--- config.mk ---
export PLATFORM = sky130hd
export DESIGN_NAME = radio_link_coordinator_mac_core
export DESIGN_NICKNAME = d
export VERILOG_FILES = /design/src/sv/rlcm_pkg.sv /design/src/sv/rlcm_step.sv /design/src/sv/radio_link_coordinator_mac_core.sv
export SDC_FILE = /design/constraint.sdc
export NUM_CORES = 1
export LEC_CHECK = 0
export BUFFER_PORTS_ARGS = -buffer_cell sky130_fd_sc_hd__buf_2
export CAP_MARGIN = 5
export CELL_PAD_IN_SITES_DETAIL_PLACEMENT = 0
export CELL_PAD_IN_SITES_GLOBAL_PLACEMENT = 1
export CORE_UTILIZATION = 30
export DETAILED_ROUTE_END_ITERATION = 10
export PLACE_DENSITY_LB_ADDON = 0.1
export SETUP_SLACK_MARGIN = 0.3
export SLEW_MARGIN = 0
export SYNTH_ARGS = -nofsm -noshare
export SYNTH_HDL_FRONTEND = slang
export SYNTH_HIERARCHICAL = 1
export SYNTH_SLANG_ARGS = --single-unit
export TNS_END_PERCENT = 1
--- constraint.sdc ---
create_clock -name clk_i -period 7.55 [get_ports clk_i]
set_input_delay 1.51 -clock clk_i [delete_from_list [all_inputs] [get_ports clk_i]]
set_output_delay 1.51 -clock clk_i [all_outputs]
set_load 0.03 [all_outputs]
--- src/sv/rlcm_pkg.sv ---
// types, codes and reset values shared by the radio link coordinator mac core
// and its step logic; no dependencies
`default_nettype none

package rlcm_pkg;

  localparam int unsigned CFG_DW   = 26;
  localparam int unsigned CFG_IDXW = 3;

  localparam logic [19:0] POLL_CAP_US = 20'd1000000;
  localparam logic [7:0]  STREAK_MAX  = 8'hFF;

  localparam logic [7:0]  FAIR_BURST_RST   = 8'd4;
  localparam logic [7:0]  GRANT_BURST_RST  = 8'd8;
  localparam logic [7:0]  DISC_THR_RST     = 8'd5;
  localparam logic [23:0] INIT_BACKOFF_RST = 24'd100000;
  localparam logic [25:0] MAX_BACKOFF_RST  = 26'd5000000;
  localparam logic [19:0] IDLE_POLL_RST    = 20'd10000;
  localparam logic [19:0] ACTIVE_POLL_RST  = 20'd1000;

  typedef enum logic [1:0] {
    MODE_RESET_SYNC  = 2'd0,
    MODE_IDLE        = 2'd1,
    MODE_ISSUE_GRANT = 2'd2,
    MODE_ACTIVE_RX   = 2'd3
  } mode_e;

  typedef enum logic [2:0] {
    FR_RESET   = 3'd0,
    FR_GRANT   = 3'd1,
    FR_DATA    = 3'd2,
    FR_PENDING = 3'd3,
    FR_ACK     = 3'd4
  } frame_e;

  typedef enum logic [2:0] {
    OP_CHOOSE    = 3'd0,
    OP_PEER_RESP = 3'd1,
    OP_SEND_FAIL = 3'd2,
    OP_TIMEOUT   = 3'd3,
    OP_DECODE    = 3'd4,
    OP_RESET_RES = 3'd5
  } op_e;

  typedef enum logic [2:0] {
    CFG_FAIR_BURST   = 3'd0,
    CFG_GRANT_BURST  = 3'd1,
    CFG_DISC_THR     = 3'd2,
    CFG_INIT_BACKOFF = 3'd3,
    CFG_MAX_BACKOFF  = 3'd4,
    CFG_IDLE_POLL    = 3'd5,
    CFG_ACTIVE_POLL  = 3'd6
  } cfg_idx_e;

  typedef enum logic [1:0] {
    FAIL_SEND     = 2'd0,
    FAIL_TIMEOUT  = 2'd1,
    FAIL_PROTOCOL = 2'd2
  } fail_e;

  typedef struct packed {
    logic [7:0]  fair_burst;
    logic [7:0]  grant_burst;
    logic [7:0]  disc_thr;
    logic [23:0] init_backoff;
    logic [25:0] max_backoff;
    logic [19:0] idle_poll;
    logic [19:0] active_poll;
  } cfg_t;

  typedef struct packed {
    mode_e       mode;
    logic        peer_pending;
    frame_e      last_sent;
    logic [7:0]  data_run;
    logic [7:0]  snd_fail_run;
    logic [7:0]  tmo_streak;
    logic        disconnected;
    logic        reset_pending;
    logic [25:0] backoff;
  } state_t;

  typedef struct packed {
    logic [2:0]  tx_type;
    logic        tx_pending;
    logic [7:0]  tx_arg;
    logic        status;
    logic        link_down;
    logic        reset_needed;
    logic [25:0] retry_backoff;
    logic [19:0] poll_interval;
    logic [8:0]  fail_total;
    logic [1:0]  coord_state;
  } rslt_t;

  typedef struct packed {
    logic [7:0] snd_fail_run;
    logic [7:0] tmo_streak;
    logic       disc;
  } fail_t;

endpackage

`default_nettype wire

--- src/sv/rlcm_step.sv ---
// one event of the coordinator: next link state and the result fields
// depends on rlcm_pkg
`default_nettype none

module rlcm_step import rlcm_pkg::*; (
  input  cfg_t       cfg_i,
  input  state_t     st_i,
  input  logic [2:0] opcode_i,
  input  logic       local_has_data_i,
  input  logic [2:0] rx_type_i,
  input  logic       rx_pending_i,
  input  logic       reset_ok_i,
  output state_t     st_o,
  output rslt_t      res_o
);

  function automatic logic [7:0] sat_inc(input logic [7:0] v);
    return (v == STREAK_MAX) ? v : v + 8'd1;
  endfunction

  function automatic fail_t count_fail(input fail_e kind, input logic [7:0] s,
                                       input logic [7:0] t, input logic [7:0] thr);
    fail_t r;
    case (kind)
      FAIL_SEND: begin
        r.snd_fail_run = sat_inc(s);
        r.tmo_streak   = 8'd0;
      end
      FAIL_TIMEOUT: begin
        r.snd_fail_run = 8'd0;
        r.tmo_streak   = sat_inc(t);
      end
      default: begin
        r.snd_fail_run = sat_inc(s);
        r.tmo_streak   = sat_inc(t);
      end
    endcase
    r.disc = (r.snd_fail_run >= thr) ||
             ({1'b0, r.tmo_streak} >= ({1'b0, thr} + 9'd2)) ||
             (({1'b0, r.snd_fail_run} + {1'b0, r.tmo_streak}) >= ({1'b0, thr} + 9'd3));
    return r;
  endfunction

  fail_t       fl_send;
  fail_t       fl_tmo;
  fail_t       fl_proto;
  logic        rx_good;
  logic [26:0] backoff_dbl;
  logic [25:0] backoff_grown;
  logic [19:0] poll_sel;
  frame_e      tx_type;
  logic        tx_pending;
  logic [7:0]  tx_arg;
  logic        status;

  assign fl_send  = count_fail(FAIL_SEND, st_i.snd_fail_run, st_i.tmo_streak, cfg_i.disc_thr);
  assign fl_tmo   = count_fail(FAIL_TIMEOUT, st_i.snd_fail_run, st_i.tmo_streak,
                               cfg_i.disc_thr);
  assign fl_proto = count_fail(FAIL_PROTOCOL, st_i.snd_fail_run, st_i.tmo_streak,
                               cfg_i.disc_thr);

  assign rx_good = (rx_type_i == FR_ACK) || (rx_type_i == FR_PENDING) ||
                   (rx_type_i == FR_DATA);

  assign backoff_dbl   = {st_i.backoff, 1'b0};
  assign backoff_grown = (backoff_dbl > {1'b0, cfg_i.max_backoff}) ? cfg_i.max_backoff
                                                                    : backoff_dbl[25:0];

  // frame choice and status
  always_comb begin
    tx_type    = FR_RESET;
    tx_pending = 1'b0;
    tx_arg     = 8'd0;
    status     = 1'b0;
    case (opcode_i)
      OP_CHOOSE: begin
        if (st_i.mode == MODE_RESET_SYNC) begin
          tx_type = FR_RESET;
        end else if (st_i.mode != MODE_IDLE) begin
          tx_type    = FR_GRANT;
          tx_pending = local_has_data_i;
          tx_arg     = cfg_i.grant_burst;
        end else if (local_has_data_i) begin
          // grant the peer a turn once our own burst has run long enough
          if (st_i.peer_pending && (st_i.data_run >= cfg_i.fair_burst)) begin
            tx_type = FR_GRANT;
            tx_arg  = cfg_i.grant_burst;
          end else begin
            tx_type = FR_DATA;
          end
          tx_pending = 1'b1;
        end else begin
          tx_type = FR_PENDING;
        end
      end
      OP_PEER_RESP: status = !rx_good;
      OP_DECODE:    status = 1'b1;
      OP_RESET_RES: status = !reset_ok_i;
      default:      status = 1'b0;
    endcase
  end

  // next link state
  always_comb begin
    st_o = st_i;
    case (opcode_i)
      OP_CHOOSE: st_o.last_sent = tx_type;
      OP_PEER_RESP: begin
        st_o.peer_pending = rx_pending_i;
        if (rx_good) begin
          if (rx_type_i == FR_PENDING) begin
            st_o.mode = MODE_ISSUE_GRANT;
          end else if (rx_type_i == FR_ACK) begin
            st_o.mode = rx_pending_i ? MODE_ISSUE_GRANT : MODE_IDLE;
          end else begin
            st_o.mode = rx_pending_i ? MODE_ACTIVE_RX : MODE_IDLE;
          end
          if ((st_i.last_sent == FR_DATA) && (rx_type_i != FR_DATA)) begin
            st_o.data_run = sat_inc(st_i.data_run);
          end else begin
            st_o.data_run = 8'd0;
          end
          st_o.snd_fail_run = 8'd0;
          st_o.tmo_streak   = 8'd0;
          st_o.disconnected = 1'b0;
          st_o.backoff      = {2'b00, cfg_i.init_backoff};
        end else begin
          st_o.data_run     = 8'd0;
          st_o.snd_fail_run = fl_proto.snd_fail_run;
          st_o.tmo_streak   = fl_proto.tmo_streak;
          if (fl_proto.disc) begin
            st_o.disconnected  = 1'b1;
            st_o.reset_pending = 1'b1;
            st_o.mode          = MODE_RESET_SYNC;
          end
        end
      end
      OP_SEND_FAIL: begin
        st_o.snd_fail_run = fl_send.snd_fail_run;
        st_o.tmo_streak   = fl_send.tmo_streak;
        if (fl_send.disc) begin
          st_o.disconnected  = 1'b1;
          st_o.reset_pending = 1'b1;
          st_o.mode          = MODE_RESET_SYNC;
        end
      end
      OP_TIMEOUT: begin
        st_o.snd_fail_run = fl_tmo.snd_fail_run;
        st_o.tmo_streak   = fl_tmo.tmo_streak;
        if (fl_tmo.disc) begin
          st_o.disconnected  = 1'b1;
          st_o.reset_pending = 1'b1;
          st_o.mode          = MODE_RESET_SYNC;
        end
      end
      OP_DECODE: begin
        st_o.snd_fail_run = fl_proto.snd_fail_run;
        st_o.tmo_streak   = fl_proto.tmo_streak;
        if (fl_proto.disc) begin
          st_o.disconnected  = 1'b1;
          st_o.reset_pending = 1'b1;
          st_o.mode          = MODE_RESET_SYNC;
        end
      end
      OP_RESET_RES: begin
        st_o.peer_pending = 1'b0;
        st_o.data_run     = 8'd0;
        st_o.last_sent    = FR_RESET;
        if (reset_ok_i) begin
          st_o.snd_fail_run  = 8'd0;
          st_o.tmo_streak    = 8'd0;
          st_o.disconnected  = 1'b0;
          st_o.backoff       = {2'b00, cfg_i.init_backoff};
          st_o.reset_pending = 1'b0;
          st_o.mode          = MODE_IDLE;
        end else if (st_i.disconnected) begin
          st_o.backoff = backoff_grown;
        end else begin
          st_o.snd_fail_run = fl_proto.snd_fail_run;
          st_o.tmo_streak   = fl_proto.tmo_streak;
          if (fl_proto.disc) begin
            st_o.disconnected  = 1'b1;
            st_o.reset_pending = 1'b1;
            st_o.mode          = MODE_RESET_SYNC;
          end
        end
      end
      default: st_o = st_i;
    endcase
  end

  assign poll_sel = ((st_o.mode == MODE_IDLE) && !st_o.peer_pending) ? cfg_i.idle_poll
                                                                      : cfg_i.active_poll;

  always_comb begin
    res_o.tx_type       = tx_type;
    res_o.tx_pending    = tx_pending;
    res_o.tx_arg        = tx_arg;
    res_o.status        = status;
    res_o.link_down     = st_o.disconnected;
    res_o.reset_needed  = st_o.reset_pending;
    res_o.retry_backoff = st_o.backoff;
    res_o.poll_interval = (poll_sel > POLL_CAP_US) ? POLL_CAP_US : poll_sel;
    res_o.fail_total    = {1'b0, st_o.snd_fail_run} + {1'b0, st_o.tmo_streak};
    res_o.coord_state   = st_o.mode;
  end

endmodule

`default_nettype wire

--- src/sv/radio_link_coordinator_mac_core.sv ---
// radio link coordinator mac: top level with config registers, input and result stages
// depends on rlcm_pkg and rlcm_step
//
// Usage: every event (choose frame, peer response, send fail, timeout, decode
// fail, reset result) enters on the input channel (in_valid_i / in_ready_o) and
// produces exactly one result transaction on the output channel
// (out_valid_o / out_ready_i) carrying the frame to send, status, link flags,
// backoff, poll interval, failure streak and coordinator state.
// Path: an event that is taken sits in the input register and is then
// processed into the result register, from which its result is offered.
// Throughput: one event per cycle while out_ready_i is high; the link state
// update is a single pass of combinational logic between the input register
// and the result register.
// Stall: while out_ready_i is low the result register holds, the input register
// can still fill, and in_ready_o drops only when both stages are occupied.
// Reset: rst_ni clears both stages, loads the register defaults and puts the
// coordinator in reset-sync with a reset handshake pending.
// Configuration: cfg_we_i writes register cfg_idx_i at the clock edge; write only
// while no event is in flight.
`default_nettype none

module radio_link_coordinator_mac_core import rlcm_pkg::*; (
  input  logic                clk_i,
  input  logic                rst_ni,
  input  logic                cfg_we_i,
  input  logic [CFG_IDXW-1:0] cfg_idx_i,
  input  logic [CFG_DW-1:0]   cfg_wdata_i,
  input  logic                in_valid_i,
  output logic                in_ready_o,
  input  logic [2:0]          opcode_i,
  input  logic                local_has_data_i,
  input  logic [2:0]          rx_type_i,
  input  logic                rx_pending_i,
  input  logic                reset_ok_i,
  output logic                out_valid_o,
  input  logic                out_ready_i,
  output logic [2:0]          tx_type_o,
  output logic                tx_pending_o,
  output logic [7:0]          tx_arg_o,
  output logic                status_o,
  output logic                link_down_o,
  output logic                reset_needed_o,
  output logic [25:0]         retry_backoff_us_o,
  output logic [19:0]         poll_gap_us_o,
  output logic [8:0]          fail_total_o,
  output logic [1:0]          coord_state_o
);

  cfg_t       cfg_q;
  cfg_t       cfg_d;
  state_t     st_q;
  state_t     st_d;
  rslt_t      res_q;
  rslt_t      res_d;
  logic       in_vld_q;
  logic       in_vld_d;
  logic       out_vld_q;
  logic       out_vld_d;
  logic [2:0] op_q;
  logic       has_data_q;
  logic [2:0] rx_type_q;
  logic       rx_pend_q;
  logic       rst_ok_q;
  logic       in_take;
  logic       advance;

  // configuration registers
  always_comb begin
    cfg_d = cfg_q;
    if (cfg_we_i) begin
      case (cfg_idx_i)
        CFG_FAIR_BURST:   cfg_d.fair_burst   = cfg_wdata_i[7:0];
        CFG_GRANT_BURST:  cfg_d.grant_burst  = cfg_wdata_i[7:0];
        CFG_DISC_THR:     cfg_d.disc_thr     = cfg_wdata_i[7:0];
        CFG_INIT_BACKOFF: cfg_d.init_backoff = cfg_wdata_i[23:0];
        CFG_MAX_BACKOFF:  cfg_d.max_backoff  = cfg_wdata_i[25:0];
        CFG_IDLE_POLL:    cfg_d.idle_poll    = cfg_wdata_i[19:0];
        CFG_ACTIVE_POLL:  cfg_d.active_poll  = cfg_wdata_i[19:0];
        default:          cfg_d = cfg_q;
      endcase
    end
  end

  always_ff @(posedge clk_i or negedge rst_ni) begin
    if (!rst_ni) begin
      cfg_q.fair_burst   <= FAIR_BURST_RST;
      cfg_q.grant_burst  <= GRANT_BURST_RST;
      cfg_q.disc_thr     <= DISC_THR_RST;
      cfg_q.init_backoff <= INIT_BACKOFF_RST;
      cfg_q.max_backoff  <= MAX_BACKOFF_RST;
      cfg_q.idle_poll    <= IDLE_POLL_RST;
      cfg_q.active_poll  <= ACTIVE_POLL_RST;
    end else begin
      cfg_q <= cfg_d;
    end
  end

  // handshake: the input stage moves on whenever the result register is free
  assign advance    = in_vld_q && (!out_vld_q || out_ready_i);
  assign in_ready_o = !in_vld_q || !out_vld_q || out_ready_i;
  assign in_take    = in_valid_i && in_ready_o;

  always_comb begin
    in_vld_d = in_vld_q;
    if (in_take) begin
      in_vld_d = 1'b1;
    end else if (advance) begin
      in_vld_d = 1'b0;
    end
  end

  always_comb begin
    out_vld_d = out_vld_q;
    if (advance) begin
      out_vld_d = 1'b1;
    end else if (out_ready_i) begin
      out_vld_d = 1'b0;
    end
  end

  always_ff @(posedge clk_i or negedge rst_ni) begin
    if (!rst_ni) begin
      in_vld_q  <= 1'b0;
      out_vld_q <= 1'b0;
    end else begin
      in_vld_q  <= in_vld_d;
      out_vld_q <= out_vld_d;
    end
  end

  always_ff @(posedge clk_i) begin
    if (in_take) begin
      op_q       <= opcode_i;
      has_data_q <= local_has_data_i;
      rx_type_q  <= rx_type_i;
      rx_pend_q  <= rx_pending_i;
      rst_ok_q   <= reset_ok_i;
    end
  end

  rlcm_step u_step (
    .cfg_i            (cfg_q),
    .st_i             (st_q),
    .opcode_i         (op_q),
    .local_has_data_i (has_data_q),
    .rx_type_i        (rx_type_q),
    .rx_pending_i     (rx_pend_q),
    .reset_ok_i       (rst_ok_q),
    .st_o             (st_d),
    .res_o            (res_d)
  );

  always_ff @(posedge clk_i or negedge rst_ni) begin
    if (!rst_ni) begin
      st_q.mode          <= MODE_RESET_SYNC;
      st_q.peer_pending  <= 1'b0;
      st_q.last_sent     <= FR_RESET;
      st_q.data_run      <= 8'd0;
      st_q.snd_fail_run  <= 8'd0;
      st_q.tmo_streak    <= 8'd0;
      st_q.disconnected  <= 1'b0;
      st_q.reset_pending <= 1'b1;
      st_q.backoff       <= {2'b00, INIT_BACKOFF_RST};
    end else if (advance) begin
      st_q <= st_d;
    end
  end

  always_ff @(posedge clk_i) begin
    if (advance) begin
      res_q <= res_d;
    end
  end

  assign out_valid_o        = out_vld_q;
  assign tx_type_o          = res_q.tx_type;
  assign tx_pending_o       = res_q.tx_pending;
  assign tx_arg_o           = res_q.tx_arg;
  assign status_o           = res_q.status;
  assign link_down_o        = res_q.link_down;
  assign reset_needed_o     = res_q.reset_needed;
  assign retry_backoff_us_o = res_q.retry_backoff;
  assign poll_gap_us_o      = res_q.poll_interval;
  assign fail_total_o       = res_q.fail_total;
  assign coord_state_o      = res_q.coord_state;

  // a dropped link always waits for a reset handshake
  a_disc_needs_reset: assert property (@(posedge clk_i) disable iff (!rst_ni)
    st_q.disconnected |-> st_q.reset_pending)
    else $error("link down without a pending reset");

  // an empty result register never blocks the input
  a_no_false_stall: assert property (@(posedge clk_i) disable iff (!rst_ni)
    !out_vld_q |-> in_ready_o)
    else $error("input stalled with empty result register");

  // only grant frames carry a burst argument
  a_arg_only_grant: assert property (@(posedge clk_i) disable iff (!rst_ni)
    (out_vld_q && (res_q.tx_arg != 8'd0)) |-> (res_q.tx_type == FR_GRANT))
    else $error("burst argument on a non-grant frame");

endmodule

`default_nettype wire
==> qor.csv, run 1 <==
stage,metric,value,unit
run_status,status,finished clean,
placed_design,placer congestion estimate,0.7621,
grt,grt ovf,0,
synthesis,Mapped Area,0.01478,mm2
timing,final hold slack,0.5052,ns
synthesis,number of synthesized flops with an enable pin,81,
clock_network,# hold bufs at CTS,0,
critical_path,Startpoint Class,flop,
cells_and_area,"commonest non-fill, non-tap cell in the layout",mux2_2,
grt,largest net degree at the start of global routing,69,
placed_design,area post-placement,0.01585,mm2
timing,Final Slew Violations,0,
synthesis,Async SR Flop Fraction,68.24,%
critical_path,CP Capture Type,flop,
power_and_ir_drop,Leak,7.438,nW
synthesis,cell accounting for the most synthesized area,dfrtp_1,
clock_network,CTS Buffer Depth,3,
power_and_ir_drop,Peak VDD IR,0.0001667,V
routing,Post-DRT Antenna Nets,0,
timing,"Min Clock Period, post-route",5.641,ns
timing,endpoints failing setup,0,
die,FP Rows,80,
routing,WL/cell,20.20,um
clock_network,clk sinks,255,
cells_and_area,layout cells sized above 1,30.62,%
synthesis,syn_area_per_cell,11.49,um2
clock_network,# H-tree levels,2,
clock_network,CTS resizes,0,
min_path,Min-Delay Path Class,reg -> reg,
clock_network,clock root cell,clkbuf_16,
power_and_ir_drop,Int Power,3.692,mW
cells_and_area,Final Cell Area,0.01698,mm2
timing,Worst Tran Pin Value,1.096,ns
cells_and_area,layout overhead on the synthesized area,14.84,%
synthesis,Synth top area share,23.36,%
timing,Max Fclk,177.3,MHz
grt,vias in the first global route,10327,
grt,Total GRT Usage,16.57,%
grt,first-pass GRT wire length,63290,um
die,core area,0.04815,mm2
clock_network,clock slew at reported path FFs,0.06,ns
power_and_ir_drop,pwr dens,337.4,mW/mm2
timing,RSZ-0062 raised after global routing,no,
die,I/O pin cnt,117,
grt,initial antenna violation count,0,
routing,vias per cell,4.998,
die,die area,0.05017,mm2
synthesis,Yosys reg bits,255,
synthesis,Synth Net Count,1427,
power_and_ir_drop,sequential share of power,36.9,%
routing,DRC,0,
cells_and_area,"commonest non-fill, non-tap cells in the layout","mux2_2 (168), dfrtp_1 (138), buf_2 (115), ha_1 (95), edfxtp_1 (81)",
timing,setup TNS,0,ns
cells_and_area,ANT cells,0,
job,max-cap violations,0,
synthesis,"Seq/Total Area, Yosys",46.21,%
die,Die Y,224.0,um
power_and_ir_drop,clock network fraction of total power,28.3,%
critical_path,CP Data Required Time,7.82,ns
clock_network,CTS tree,built,
die,Initial Utilization,30.71,%
synthesis,"Distinct cells, synth",88,
critical_path,CP Data Arrival Time,5.91,ns
clock_network,"Clk Latency, worst-skew pair",0.54,ns
clock_network,setup bufs post-CTS,0,
synthesis,Area contributors post-synth,"dfrtp_1 (23%), edfxtp_1 (16%), mux2_2 (13%)",
cells_and_area,nets@finish,1515,
synthesis,Syn Inst Count,1287,
die,Die Wd,224.0,um
critical_path,"Max FO, Critical Path",37,
critical_path,Setup Crit Path Kind,reg -> reg,
timing,relative slew slack,26.56,%
synthesis,Syn. warnings,6,
routing,via total after detailed routing,10280,
cells_and_area,Layout Utilization,35.26,%
routing,Routed WL,41540,um
routing,Detailed Routing Iterations Pass 1,6,
placed_design,I/O Buffers,116,
timing,Tcrit/Tclk final,74.71,%
synthesis,Post-synth top flop,dfrtp_1,
routing,1st-iter DRT viols,640,
power_and_ir_drop,NetSw,2.037,mW
placed_design,post-detail-place hpwl,28780,um
clock_network,total CTS buffers,34,
power_and_ir_drop,Comb power frac,34.8,%
timing,skew final,0.02284,ns
power_and_ir_drop,"Power, Total",5.729,mW
timing,final hold vios,0,
power_and_ir_drop,Switching Share,35.56,%
==> path summary, 6_finish.rpt <==
path | cells after the start | to | slack (ns) | start
setup / recovery | 23 | poll_gap_us_o[6] | 1.91 | st_q[28]
hold / removal | 1 | cfg_q[111] | 0.51 | cfg_q[111]
setup reg to reg | 23 | poll_gap_us_o[6] | 1.91 | st_q[28]
hold reg to reg | 1 | cfg_q[111] | 0.51 | cfg_q[111]
max in group asynchronous | 2 | st_q[25] | 5.26 | rst_ni
min in group asynchronous | 1 | cfg_q[102] | 0.91 | rst_ni
==> cell type report <==
| class | instances | area [um2] |
|---|---|---|
| Inverter | 63 | 237.7 |
| Sequential cell | 255 | 6832 |
| Multi-Input combinational cell | 888 | 7241 |
| Fill cell | 4869 | 31170 |
| Clock buffer | 46 | 977.2 |
| Clock inverter | 16 | 155.1 |
| Timing Repair Buffer | 133 | 714.4 |
| Tap cell | 656 | 820.8 |
==> power groups by stage <==
| stage | clock, mW | sequential [mW] | combinational [mW] |
|---|---|---|---|
| CTS | 1.68 | 2.12 | 2.02 |
| detailed placement | 0 | 2.14 | 2.01 |
| floorplan | 0 | 2.20 | 1.45 |
| finish | 1.62 | 2.11 | 1.99 |
| global placement | 0 | 2.13 | 2.00 |
| global route | 1.73 | 2.16 | 2.24 |
==> cell usage after synthesis (16+ instances only) <==
cell        n
ha_1       95
and3_1     26
dfstp_2    36
clkbuf_1   24
nand2_1    70
nor2_1     60
o21ai_0    57
a21oi_1    44
nand4_1    18
mux2i_1    17
dfrtp_1   138
o21a_1     21
xnor2_1    25
edfxtp_1   81
nand2b_1   16
nand3_1    26
a21o_1     28
a22o_1     20
inv_1      63
mux2_2    168
buf_4      37
==> kinds of logic after synthesis <==
group	after synthesis	share of synthesized area, %
simple gates	292	11.10
compound gates	271	12.64
flops	255	46.21
mux	194	14.81
buf+inv	144	4.943
fa+ha+maj	98	8.378
xor+xnor	32	1.896
other cells	1	0.02536
==> through the flow <==
step / std cells / worst slack (ns)
2_1_floorplan: 1287 / 2.805
3_3_place_gp: 1995 / 2.006
3_5_place_dp: 1995 / 1.920
4_1_cts: 2057 / 1.888
5_1_grt: 2057 / 1.474
6_report: 2057 / 1.909
==> per-layer routing <==
layer	vias to the layer above	track usage, %	part of all wire (%)
met5	-	0	0
met4	0	6.076	2.5
met3	60	2.282	2.8
met2	177	27.16	48
met1	5105	22.18	47
li1	4938	-	-
==> critical path: stages, from the launching register on <==
cell and delay, ns:
dfrtp_1 0.44, ha_1 0.28, and4_1 0.30, nand2b_1 0.17, xnor2_1 0.31, inv_1 0.08
ha_1 0.24, fa_1 0.40, o21ai_0 0.09, nand2_1 0.07, a21oi_1 0.21, o21bai_1 0.11
a21oi_1 0.21, o21ai_0 0.13, ha_1 0.31, nand2_1 0.07, nor3_1 0.19, a211o_1 0.19
o31ai_1 0.08, o31a_2 0.33, o211ai_4 0.18, buf_4 0.41, mux2i_4 0.45, o21ai_1 0.11
==> sequential cells by signal, summed over array words and instances (netlist names) <==
name,cells
cfg_q,114
st_q,58
retry_backoff_us_o,26
poll_gap_us_o,20
fail_total_o,9
tx_arg_o,8
op_q,3
rx_type_q,3
tx_type_o,3
coord_state_o,2
has_data_q,1
in_vld_q,1
link_down_o,1
out_valid_o,1
reset_needed_o,1
rst_ok_q,1
rx_pend_q,1
status_o,1
tx_pending_o,1
No activity file was read; power rests on OpenSTA's default activity.
==> run 2, diff against run 1 <==
Clock period 7.55 ns to 5.47 ns, I/O delays scaled along.
==> run 2 against run 1 <==
Net effect:
- clock-buffer cell count is 1 lower
- critical path depth is the same
- routed wire length is 1.9% higher
- global-route usage up 0.25 points
- total power rose by 40%
- setup slack got worse by 1.4 ns
- register-to-register slack got worse by 1.4 ns
- final cell count rose by 1.3%
- core utilization rose by 0.75 points
- flip-flop and latch count did not move
- non-clock buffer count is 26 higher
- largest cell class unchanged
==> qor.csv, run 2 (synthesis gave the netlist of run 1 again) <==
stage,metric,value,unit,change
run_status,status,finished clean,,
critical_path,flop2flop setup slack,0.55,ns,-1.36 ns
grt,vias in the first global route,10395,,+0.66%
cells_and_area,ANT cells,0,,unchanged
die,I/O pin cnt,117,,unchanged
cells_and_area,max FFs per register,114,,unchanged
routing,via total after detailed routing,10406,,+1.2%
timing,Worst Tran Pin Value,1.137,ns,+0.04097 ns
timing,endpoints failing setup,0,,unchanged
critical_path,r2r endpoint,poll_gap_us_o[16],,
routing,WL/cell,20.33,um,+0.66%
grt,grt ovf,0,,unchanged
critical_path,Worst R2R Start,st_q[28],,
clock_network,clk sinks,255,,unchanged
die,core area,0.04815,mm2,unchanged
routing,Post-DRT Antenna Nets,0,,unchanged
timing,"Min Clock Period, post-route",4.918,ns,-0.7226 ns
critical_path,CP top delay family,compound AO/OA/AOI/OAI gates,,
placed_design,I/O Buffers,116,,unchanged
critical_path,CP bufs+invs,3,,+1
routing,Detailed Routing Iterations Pass 1,8,,+2
placed_design,pre-CTS setup slack,0.1823,ns,-1.738 ns
cells_and_area,"commonest non-fill, non-tap cells in the layout","mux2_2 (168), dfrtp_1 (134), buf_2 (115), ha_1 (93), edfxtp_1 (81)",,
cells_and_area,nets@finish,1541,,+1.7%
critical_path,Worst path max stage delay,0.41,ns,-0.04 ns
routing,DRC,0,,unchanged
grt,first-pass GRT wire length,64140,um,+1.4%
critical_path,Startpoint Class,flop,,
clock_network,"Clk Latency, worst-skew pair",0.55,ns,about the same
power_and_ir_drop,Peak VDD IR,0.0002015,V,+21%
die,FP Rows,80,,unchanged
clock_network,CTS tree,built,,
die,die area,0.05017,mm2,unchanged
timing,Tcrit/Tclk final,89.91,%,+15 points
power_and_ir_drop,pwr dens,463.8,mW/mm2,+37%
min_path,WHS Path Cells,1,,unchanged
routing,1st-iter DRT viols,494,,-23%
timing,relative slew slack,23.81,%,-2.7 points
grt,largest net degree at the start of global routing,119,,+72%
timing,Max Fclk,203.3,MHz,+15%
critical_path,Worst path slowest cell,dfrtp_2,,
timing,skew final,0.01743,ns,-0.005416 ns
timing,RSZ-0062 raised after global routing,no,,
grt,initial antenna violation count,0,,unchanged
grt,Total GRT Usage,16.82,%,+0.25 points
critical_path,CP Data Required Time,5.76,ns,-2.06 ns
critical_path,CP Data Arrival Time,5.21,ns,-0.70 ns
cells_and_area,layout cells sized above 1,33.50,%,+2.9 points
critical_path,CP Capture Type,flop,,
cells_and_area,Largest Register,cfg_q,,
critical_path,Worst R2R Path Depth,23,,unchanged
clock_network,CTS Buffer Depth,3,,unchanged
die,Initial Utilization,30.71,%,unchanged
power_and_ir_drop,Leak,7.591,nW,+2.1%
cells_and_area,"commonest non-fill, non-tap cell in the layout",mux2_2,,
die,Die Wd,224.0,um,unchanged
cells_and_area,layout overhead on the synthesized area,17.26,%,
min_path,worst hold endpoint,cfg_q[111],,
timing,setup TNS,0,ns,unchanged
timing,final hold vios,0,,unchanged
timing,worst setup margin,0.5519,ns,-1.357 ns
timing,final hold slack,0.5024,ns,-0.002743 ns
clock_network,# hold bufs at CTS,0,,unchanged
timing,Final Slew Violations,0,,unchanged
cells_and_area,Final Cell Area,0.01734,mm2,+2.1%
placed_design,placer congestion estimate,0.7969,,+4.6%
placed_design,area post-placement,0.01595,mm2,+0.68%
clock_network,# H-tree levels,2,,unchanged
critical_path,crit path cell chain,ha_4 > and4_2 > nand2b_4 > xnor2_2 > inv_1 > ha_1 > fa_1 > o21ai_0 > nand2_1 > a21oi_2 > o21bai_1 > a21oi_2 > o21ai_0 > ha_1 > nand2_1 > nor3_1 > a211o_1 > o31ai_1 > o31a_2 > o211ai_4 > buf_12 > buf_16 > mux2_4,,
critical_path,Setup Crit Path Kind,reg -> reg,,
clock_network,total CTS buffers,34,,unchanged
placed_design,post-detail-place hpwl,28800,um,about the same
die,Die Y,224.0,um,unchanged
cells_and_area,Layout Utilization,36.01,%,+0.75 points
job,max-cap violations,0,,unchanged
critical_path,"Max FO, Critical Path",18,,-51%
clock_network,clock slew at reported path FFs,0.05,ns,about the same
routing,Routed WL,42350,um,+1.9%
min_path,Min-Delay Path Class,reg -> reg,,
routing,vias per cell,4.996,,about the same
min_path,worst hold start,cfg_q[111],,
clock_network,clock root cell,clkbuf_16,,
==> run 2: cell count changes in the layout (fill, tap and decap cells not counted), moves of 3 or more <==
cell	delta
buf_12	+3
buf_4	+21
clkinv_1	-4
clkinvlp_4	+3
dfrtp_1	-4
dfrtp_2	+4
==> run 2: what timing repair did <==
action                                  4_1_cts  5_1_grt
resized for setup                             5       22
setup buffers                                 3       11
pin swaps                                     2       11
endpoints found under the setup margin       15       21
gates cloned                                  0        1
==> run 2: per-stage QoR <==
stage | std cells | power, mW
finish | 2083 | 8.040
global route | 2083 | 8.601
CTS | 2071 | 8.079
detailed placement | 2006 | 5.755
global placement | 2006 | 5.737
floorplan | 1287 | 5.043
==> run 2: final cells by class <==
type | count | area (um2)
clock inverter | 17 | 172.7
fill | 4807 | 30810
clock buffer | 45 | 953.4
inverter | 63 | 237.7
multi-input combinational | 888 | 7331
sequential | 255 | 6837
timing repair buffer | 159 | 984.7
tap | 656 | 820.8
==> run 2: report_power, final <==
part | internal [mW] | total, mW | switching (mW)
sequential | 2.53 | 2.91 | 0.382
combinational | 1.31 | 2.89 | 1.59
clock | 1.33 | 2.23 | 0.898
==> run 2: metal layers <==
layer  vias to the layer above  share of wire, %  GRT usage (%)  wire [um]
met3                        58               3.0          2.650       1261
met1                      5173                47          22.59      19870
met5                         -                 0              0          0
met2                       185                48          27.71      20180
met4                         0               2.5          5.126       1038
li1                       4990                 -              -          -
==> run 2: worst max path at each step <==
stage	from	end	slack (ns)	cells past startpoint
after detailed placement	st_q[28]	poll_gap_us_o[6]	0.18	22
after CTS	st_q[28]	poll_gap_us_o[4]	0.31	25
after global placement	st_q[28]	poll_gap_us_o[6]	0.30	22
final	st_q[28]	poll_gap_us_o[16]	0.55	23
after floorplan	st_q[28]	poll_gap_us_o[16]	0.73	22
after global routing	st_q[28]	poll_gap_us_o[2]	0.25	24
